$ cat src/sv/tcpr_pkg.sv
// ----------------------------------------------------------------------------
// tcpr_pkg
// Types, register indexes and reset constants of the congestion window core.
// ----------------------------------------------------------------------------
package tcpr_pkg;

   localparam int WINDOW_BITS_DEF = 16;
   localparam int WINDOW_BITS_MAX = 32;
   localparam int WIDE_BITS       = WINDOW_BITS_MAX + 1;

   localparam int FIELD_BITS   = 16;
   localparam int TIMEOUT_BITS = 8;
   localparam int CSR_IDX_BITS = 3;

   localparam logic [FIELD_BITS-1:0] CWND_RESET     = 16'd1;
   localparam logic [FIELD_BITS-1:0] SSTHRESH_RESET = 16'd64;

   localparam logic [7:0]            DUP_TRIG_RESET   = 8'd3;
   localparam logic [7:0]            TIMEOUT_RESET    = 8'd3;
   localparam logic [7:0]            AI_STEP_RESET    = 8'd1;
   localparam logic [FIELD_BITS-1:0] INIT_WIN_RESET   = 16'd1;
   localparam logic [FIELD_BITS-1:0] INIT_THRESH_RESET = 16'd64;

   typedef enum logic [1:0] {
      OP_RESTART      = 2'd0,
      OP_LOSS_CHECK   = 2'd1,
      OP_ROUND_UPDATE = 2'd2
   } opcode_type;

   typedef enum logic [1:0] {
      PH_SLOW_START  = 2'd0,
      PH_CONG_AVOID  = 2'd1,
      PH_FAST_RETX   = 2'd2
   } phase_type;

   typedef enum logic [CSR_IDX_BITS-1:0] {
      CSR_MODE        = 3'd0,
      CSR_DUP_TRIGGER = 3'd1,
      CSR_TIMEOUT     = 3'd2,
      CSR_AI_STEP     = 3'd3,
      CSR_INIT_WIN    = 3'd4,
      CSR_INIT_THRESH = 3'd5
   } csr_index_type;

   typedef struct packed {
      logic                  mode;
      logic [7:0]            dup_ack_trigger;
      logic [7:0]            timeout_rounds;
      logic [7:0]            ai_step;
      logic [FIELD_BITS-1:0] initial_window;
      logic [FIELD_BITS-1:0] initial_threshold;
   } cfg_type;

   typedef struct packed {
      phase_type               phase;
      logic [TIMEOUT_BITS-1:0] timeout_left;
   } ctl_state_type;

endpackage

$ cat src/sv/tcp_reno_congestion_window_core.sv
// ----------------------------------------------------------------------------
// tcp_reno_congestion_window_core
// Reno / NewReno congestion window, threshold, phase and timeout tracker.
// ----------------------------------------------------------------------------
// Usage:
//   req_* carries one event word (opcode, lost_pkts, dup_acks) per accepted
//   handshake; rsp_* returns exactly one result word per event, in order.
//   csr_* writes one configuration register per handshake; csr_ready is
//   always high, and writes are meant for times when no event is in flight.
// Path: an event taken on req_* goes into the input register and moves on
//   into the result register that drives rsp_* once the result slot is free.
// Throughput: one event per cycle while rsp_ready is high; the window state
//   sits by the single compute stage, so each event sees the last one's state.
// Stall: while the result register is full and rsp_ready is low, one more
//   event can wait in the input register; req_ready drops only when both
//   are full.
// Reset: synchronous and active high; clears both registers' valid flags,
//   loads window 1, threshold 64, slow start, no timeout, and the
//   register reset values.
// ----------------------------------------------------------------------------
module tcp_reno_congestion_window_core import tcpr_pkg::*; #(
   parameter int WINDOW_BITS = WINDOW_BITS_DEF
) (
   input  logic                    clock,
   input  logic                    reset,
   input  logic                    req_valid,
   output logic                    req_ready,
   input  logic [1:0]              req_opcode,
   input  logic [FIELD_BITS-1:0]   req_lost_pkts,
   input  logic [FIELD_BITS-1:0]   req_dup_acks,
   output logic                    rsp_valid,
   input  logic                    rsp_ready,
   output logic [FIELD_BITS-1:0]   rsp_window,
   output logic [FIELD_BITS-1:0]   rsp_threshold,
   output logic [1:0]              rsp_phase,
   output logic                    rsp_loss_handled,
   output logic                    rsp_send_allowed,
   input  logic                    csr_valid,
   output logic                    csr_ready,
   input  logic [CSR_IDX_BITS-1:0] csr_index,
   input  logic [FIELD_BITS-1:0]   csr_wdata
);

   cfg_type cfg;

   // input register
   logic                  in_valid_ff;
   opcode_type            op_ff;
   logic [FIELD_BITS-1:0] lost_ff;
   logic [FIELD_BITS-1:0] dups_ff;

   // window state
   logic [WINDOW_BITS-1:0] cwnd_ff;
   logic [WINDOW_BITS-1:0] ssthresh_ff;
   ctl_state_type          ctl_ff;

   logic [WINDOW_BITS-1:0] cwnd_in;
   logic [WINDOW_BITS-1:0] ssthresh_in;
   ctl_state_type          ctl_in;
   logic                   handled_in;

   // result register
   logic                  out_valid_ff;
   logic [FIELD_BITS-1:0] window_ff;
   logic [FIELD_BITS-1:0] threshold_ff;
   phase_type             phase_ff;
   logic                  handled_ff;
   logic                  send_ff;

   logic advance;

   tcpr_csr u_csr (
      .clock     (clock),
      .reset     (reset),
      .csr_valid (csr_valid),
      .csr_ready (csr_ready),
      .csr_index (csr_index),
      .csr_wdata (csr_wdata),
      .cfg       (cfg)
   );

   tcpr_next #(
      .WINDOW_BITS (WINDOW_BITS)
   ) u_next (
      .cfg           (cfg),
      .opcode        (op_ff),
      .lost_pkts     (lost_ff),
      .dup_acks      (dups_ff),
      .cwnd          (cwnd_ff),
      .ssthresh      (ssthresh_ff),
      .ctl           (ctl_ff),
      .cwnd_next     (cwnd_in),
      .ssthresh_next (ssthresh_in),
      .ctl_next      (ctl_in),
      .loss_handled  (handled_in)
   );

   // the event in the input register moves on when the result slot frees
   assign advance   = in_valid_ff && (!out_valid_ff || rsp_ready);
   assign req_ready = !in_valid_ff || advance;

   always_ff @(posedge clock) begin
      if (reset) begin
         in_valid_ff <= 1'b0;
      end else if (req_ready) begin
         in_valid_ff <= req_valid;
      end
   end

   always_ff @(posedge clock) begin
      if (req_valid && req_ready) begin
         op_ff   <= opcode_type'(req_opcode);
         lost_ff <= req_lost_pkts;
         dups_ff <= req_dup_acks;
      end
   end

   always_ff @(posedge clock) begin
      if (reset) begin
         cwnd_ff             <= WINDOW_BITS'(CWND_RESET);
         ssthresh_ff         <= WINDOW_BITS'(SSTHRESH_RESET);
         ctl_ff.phase        <= PH_SLOW_START;
         ctl_ff.timeout_left <= '0;
      end else if (advance) begin
         cwnd_ff     <= cwnd_in;
         ssthresh_ff <= ssthresh_in;
         ctl_ff      <= ctl_in;
      end
   end

   always_ff @(posedge clock) begin
      if (reset) begin
         out_valid_ff <= 1'b0;
      end else if (advance) begin
         out_valid_ff <= 1'b1;
      end else if (rsp_ready) begin
         out_valid_ff <= 1'b0;
      end
   end

   always_ff @(posedge clock) begin
      if (advance) begin
         window_ff    <= FIELD_BITS'(cwnd_in);
         threshold_ff <= FIELD_BITS'(ssthresh_in);
         phase_ff     <= ctl_in.phase;
         handled_ff   <= handled_in;
         send_ff      <= (ctl_in.timeout_left == '0);
      end
   end

   assign rsp_valid        = out_valid_ff;
   assign rsp_window       = window_ff;
   assign rsp_threshold    = threshold_ff;
   assign rsp_phase        = phase_ff;
   assign rsp_loss_handled = handled_ff;
   assign rsp_send_allowed = send_ff;

endmodule

$ cat src/sv/tcpr_csr.sv
// ----------------------------------------------------------------------------
// tcpr_csr
// Configuration registers, written through the csr word channel.
// ----------------------------------------------------------------------------
module tcpr_csr import tcpr_pkg::*; (
   input  logic                    clock,
   input  logic                    reset,
   input  logic                    csr_valid,
   output logic                    csr_ready,
   input  logic [CSR_IDX_BITS-1:0] csr_index,
   input  logic [FIELD_BITS-1:0]   csr_wdata,
   output cfg_type                 cfg
);

   cfg_type cfg_ff;
   cfg_type cfg_in;

   assign csr_ready = 1'b1;
   assign cfg       = cfg_ff;

   always_comb begin
      cfg_in = cfg_ff;
      if (csr_valid) begin
         case (csr_index)
            CSR_MODE:        cfg_in.mode              = csr_wdata[0];
            CSR_DUP_TRIGGER: cfg_in.dup_ack_trigger   = csr_wdata[7:0];
            CSR_TIMEOUT:     cfg_in.timeout_rounds    = csr_wdata[7:0];
            CSR_AI_STEP:     cfg_in.ai_step           = csr_wdata[7:0];
            CSR_INIT_WIN:    cfg_in.initial_window    = csr_wdata;
            CSR_INIT_THRESH: cfg_in.initial_threshold = csr_wdata;
            default:         cfg_in = cfg_ff;
         endcase
      end
   end

   always_ff @(posedge clock) begin
      if (reset) begin
         cfg_ff.mode              <= 1'b0;
         cfg_ff.dup_ack_trigger   <= DUP_TRIG_RESET;
         cfg_ff.timeout_rounds    <= TIMEOUT_RESET;
         cfg_ff.ai_step           <= AI_STEP_RESET;
         cfg_ff.initial_window    <= INIT_WIN_RESET;
         cfg_ff.initial_threshold <= INIT_THRESH_RESET;
      end else begin
         cfg_ff <= cfg_in;
      end
   end

endmodule

$ cat src/sv/tcpr_next.sv
// ----------------------------------------------------------------------------
// tcpr_next
// Next window, threshold, phase and timeout count for one event.
// ----------------------------------------------------------------------------
module tcpr_next import tcpr_pkg::*; #(
   parameter int WINDOW_BITS = WINDOW_BITS_DEF
) (
   input  cfg_type                 cfg,
   input  opcode_type              opcode,
   input  logic [FIELD_BITS-1:0]   lost_pkts,
   input  logic [FIELD_BITS-1:0]   dup_acks,
   input  logic [WINDOW_BITS-1:0]  cwnd,
   input  logic [WINDOW_BITS-1:0]  ssthresh,
   input  ctl_state_type           ctl,
   output logic [WINDOW_BITS-1:0]  cwnd_next,
   output logic [WINDOW_BITS-1:0]  ssthresh_next,
   output ctl_state_type           ctl_next,
   output logic                    loss_handled
);

   localparam logic [WIDE_BITS-1:0] WinMaxWide = WIDE_BITS'({WINDOW_BITS{1'b1}});

   logic [WIDE_BITS-1:0]   init_win_wide;
   logic [WIDE_BITS-1:0]   init_thr_wide;
   logic [WINDOW_BITS-1:0] init_win_sat;
   logic [WINDOW_BITS-1:0] init_thr_sat;
   logic [WINDOW_BITS-1:0] cut_thr;
   logic [WINDOW_BITS:0]   dbl;
   logic [WINDOW_BITS:0]   ai_sum;
   logic [WINDOW_BITS-1:0] ai_sat;

   always_comb begin
      // restart values clamp to the window width
      init_win_wide = WIDE_BITS'(cfg.initial_window);
      init_thr_wide = WIDE_BITS'(cfg.initial_threshold);
      init_win_sat  = (init_win_wide > WinMaxWide) ? WINDOW_BITS'(WinMaxWide)
                                                   : WINDOW_BITS'(init_win_wide);
      init_thr_sat  = (init_thr_wide > WinMaxWide) ? WINDOW_BITS'(WinMaxWide)
                                                   : WINDOW_BITS'(init_thr_wide);

      if (cfg.mode) begin
         cut_thr = cwnd >> 1;
      end else if (lost_pkts >= FIELD_BITS'(WINDOW_BITS)) begin
         cut_thr = '0;
      end else begin
         cut_thr = cwnd >> lost_pkts;
      end

      dbl    = {1'b0, cwnd} + {1'b0, cwnd};
      ai_sum = {1'b0, cwnd} + (WINDOW_BITS+1)'(cfg.ai_step);
      ai_sat = ai_sum[WINDOW_BITS] ? {WINDOW_BITS{1'b1}} : ai_sum[WINDOW_BITS-1:0];
   end

   always_comb begin
      cwnd_next     = cwnd;
      ssthresh_next = ssthresh;
      ctl_next      = ctl;
      loss_handled  = 1'b0;
      case (opcode)
         OP_RESTART: begin
            cwnd_next             = init_win_sat;
            ssthresh_next         = init_thr_sat;
            ctl_next.phase        = PH_SLOW_START;
            ctl_next.timeout_left = '0;
         end
         OP_LOSS_CHECK: begin
            if (ctl.timeout_left != '0) begin
               ctl_next.timeout_left = ctl.timeout_left - 1'b1;
               loss_handled          = 1'b1;
            end else if (dup_acks >= FIELD_BITS'(cfg.dup_ack_trigger)) begin
               ctl_next.phase = PH_FAST_RETX;
               ssthresh_next  = cut_thr;
               cwnd_next      = cut_thr;
               loss_handled   = 1'b1;
            end else if (lost_pkts != '0) begin
               ctl_next.timeout_left = cfg.timeout_rounds;
               ctl_next.phase        = PH_SLOW_START;
               ssthresh_next         = cut_thr;
               cwnd_next             = WINDOW_BITS'(1);
               loss_handled          = 1'b1;
            end
         end
         OP_ROUND_UPDATE: begin
            case (ctl.phase)
               PH_FAST_RETX, PH_CONG_AVOID: begin
                  ctl_next.phase = PH_CONG_AVOID;
                  cwnd_next      = ai_sat;
               end
               PH_SLOW_START: begin
                  // doubling stops at the threshold
                  if (dbl >= {1'b0, ssthresh}) begin
                     cwnd_next      = ssthresh;
                     ctl_next.phase = PH_CONG_AVOID;
                  end else begin
                     cwnd_next = dbl[WINDOW_BITS-1:0];
                  end
               end
               default: ctl_next = ctl;
            endcase
         end
         default: loss_handled = 1'b0;
      endcase
   end

endmodule

$ cat config.mk
export PLATFORM = sky130hd
export DESIGN_NAME = tcp_reno_congestion_window_core
export DESIGN_NICKNAME = d
export VERILOG_FILES = /design/src/sv/tcpr_pkg.sv /design/src/sv/tcp_reno_congestion_window_core.sv /design/src/sv/tcpr_csr.sv /design/src/sv/tcpr_next.sv
export SDC_FILE = /design/constraint.sdc
export NUM_CORES = 1
export LEC_CHECK = 0
export BUFFER_PORTS_ARGS = -buffer_cell sky130_fd_sc_hd__buf_4
export CORE_MARGIN = 2
export CORE_UTILIZATION = 25
export CTS_CLUSTER_DIAMETER = 120
export DETAILED_ROUTE_END_ITERATION = 10
export GPL_ROUTABILITY_DRIVEN = 0
export HOLD_SLACK_MARGIN = 0.06
export REMOVE_ABC_BUFFERS = 1
export SLEW_MARGIN = 20
export SYNTH_ARGS = -nofsm -noshare
export SYNTH_HDL_FRONTEND = slang
export SYNTH_SLANG_ARGS = --single-unit
export TNS_END_PERCENT = 5
$ cat constraint.sdc
create_clock -name clock -period 2.9 [get_ports clock]
set_input_delay 0.58 -clock clock [delete_from_list [all_inputs] [get_ports clock]]
set_output_delay 0.58 -clock clock [all_outputs]
set_load 0.01 [all_outputs]
==> results.toml <==
[timing]
finalSetupViolCount = 0
relSlewSlack_pct = 32.9
whs_ns = 0.301
skew_ns = 0.0112
max_freq_mhz = 356
hold_viol_final = 0
fin_tns_setup_ns = 0
drv_slew = 0
rsz0062_at_grt = "yes"
worst_slew_pin_slew_ns = 1.00
period_minus_slack_ns = 2.81
min_period_over_period_pct = 97.0

[cts]
cts.clk_slew.worst_paths_ns = 0.07
cts_hold_buf = 0
cts_tree = "yes"
h-tree-depth = 4
clk-insertion-delay-late_ns = 0.45
cts_sinks = 171
cts-root-buf = "clkbuf_16"
numCtsBuffers = 17
clk_path_buf_depth = 2

[setup_path]
worst-path-buf-inv = 2
cpPeakStageDelay_ns = 0.48
path_cells = "buf_4 -> mux4_2 -> mux2_2 -> mux2_2 -> a22oi_1 -> buf_4 -> a211oi_1 -> a311o_1 -> or2_2"
crit_type = "register to register"
start_kind = "register"
cp_slowest_cell = "mux4_2"
cp_top_family = "multiplexers"
arrival_ns = 3.01
crit_path_end_kind = "register"
cp_max_fo = 5
required_ns = 3.10

[die]
ios = 97
core_um2 = 39600
die_x_um = 204
dieArea_um2 = 41600
start_util_pct = 25.2
row_count = 73
die-height_um = 204

[layout]
num_antenna_cells = 0
layout-drive-gt1-share_pct = 21.8
final_common_cell = "buf_4"
syn_to_final_growth_pct = 25.0
layout_common_cells = "buf_4, nand2_1, a21oi_1"
nets = 1382

[routing]
drt_iter0_drc = 1057
route.detailed.drc = 0
drtPass1Iterations = 5
drt_wl_total_mm = 35.4
num_vias = 9777
vias_per_cell = 5.35
antenna_left = 0
wl_per_cell_um = 19.4

[global_route]
met1_usage_pct = 22.7
grt_pass1_wl_mm = 54.6
antenna_found_initial = 0
overflow = 0
met2_usage_pct = 27.1
grt_max_degree = 74
grt_pass1_vias = 9266
gr-usage-all-layers_pct = 17.1
busiest_layer = "met2"
grt.met3_usage_pct = 3.54

[power_and_ir_drop]
leakagePower_nw = 4.64
irDropWorstVdd_mv = 0.376
powerDensity_nw_per_um2 = 505

[placement]
hpwlAfterDp_mm = 26.3
io_buffers = 95

[run_status]
outcome = "finished clean"

[synthesis]
synth-edff-count = 70
synthCells = 1155
ys.warnings.count = 0
syn_area_um2 = 10000
synth-seq-cells = 171
avgSynthCellArea_um2 = 8.66
ys_seq_area_share_pct = 41.2
synthFlopType = "dfxtp_1"
synth_async_sr_flop_share_pct = 0
yosysUniqueCellTypes = 87

[min_path]
min_path_type = "input pin to register"

[flow_run]
maxCapViolations = 0
flip-flops by register name (all words and copies together) (netlist names):
name,count
ctl_ff,10
cwnd_ff,16
dups_ff,16
in_valid_ff,1
lost_ff,16
op_ff,2
rsp_loss_handled,1
rsp_phase,2
rsp_send_allowed,1
rsp_threshold,16
rsp_valid,1
rsp_window,16
ssthresh_ff,16
u_csr.cfg,57
where the power goes:
part	leakage [nW]	internal (mW)	total (mW)	switching, mW
registers	1.50	2.63	2.72	0.0882
logic	2.86	0.534	1.30	0.770
clock network	0.288	1.20	2.29	1.09
what timing repair did:
action                     CTS  global route
buffers inserted             1             1
resized for setup            0            22
setup endpoints to repair    1            46
pin swaps                    1             3
kinds of logic (layout without fill, tap and decap cells):
kind of cell | Yosys count | count (layout) | share of synthesized area [%]
buffers and inverters | 129 | 275 | 5.23
other | 1 | 1 | 0.0375
and+or+nand+nor | 411 | 411 | 19.1
AOI/OAI and AO/OA | 366 | 366 | 24.0
muxes | 36 | 36 | 5.42
adders and majority gates | 36 | 36 | 4.58
DFF | 171 | 171 | 41.2
xor gates and xnor gates | 5 | 5 | 0.438
synthesized netlist by cell type, types with 16 or more instances:
| cell | instances | area [um2] |
|---|---|---|
| mux2i_1 | 17 | 170 |
| nand3_1 | 32 | 160 |
| a21o_1 | 16 | 120 |
| a211oi_1 | 17 | 128 |
| a21oi_1 | 138 | 691 |
| edfxtp_1 | 70 | 2100 |
| nor3_1 | 22 | 110 |
| o21a_1 | 16 | 120 |
| nand2_1 | 183 | 687 |
| nor2_1 | 83 | 312 |
| o21ai_0 | 49 | 245 |
| dfxtp_1 | 101 | 2020 |
| a31oi_1 | 16 | 100 |
| inv_1 | 43 | 161 |
| ha_1 | 35 | 438 |
| clkbuf_1 | 67 | 251 |
metal layers:
layer  vias up  routed length, um
met1      4632              15200
met3        91               3140
met5         -                  0
li1       4530                  -
met2       524              15900
met4         0               1200
final timing paths:
check / from / endpoint / slack (ns) / cells past startpoint
setup / recovery: cwnd_ff[7] / rsp_window[7] / 0.09 / 9
hold / removal: req_dup_acks[4] / dups_ff[4] / 0.30 / 1
setup reg to reg: cwnd_ff[7] / rsp_window[7] / 0.09 / 9
hold reg to reg: u_csr.cfg[26] / u_csr.cfg[26] / 0.46 / 2
cell type report:
| class | instances | area (um2) |
|---|---|---|
| multi-input combinational | 855 | 5430 |
| fill | 4184 | 27100 |
| tap | 525 | 657 |
| sequential | 171 | 4130 |
| clock buffer | 20 | 468 |
| timing repair buffer | 198 | 1550 |
| clock inverter | 12 | 100 |
| inverter | 45 | 169 |
through the flow:
| stage | power, mW | setup WS (ns) | instance area, um2 | instances | utilization, % |
|---|---|---|---|---|---|
| global route | 6.58 | -0.0313 | 12500 | 1826 | 31.5 |
| finish | 6.31 | 0.0875 | 12500 | 1826 | 31.5 |
| global placement | 4.01 | -0.00957 | 11800 | 1792 | 29.9 |
| detailed placement | 4.03 | -0.0108 | 11800 | 1792 | 29.9 |
| CTS | 6.33 | 0.0133 | 12400 | 1825 | 31.3 |
| floorplan | 3.42 | -0.363 | 9650 | 1071 | - |
No activity file was read; power rests on OpenSTA's default activity.
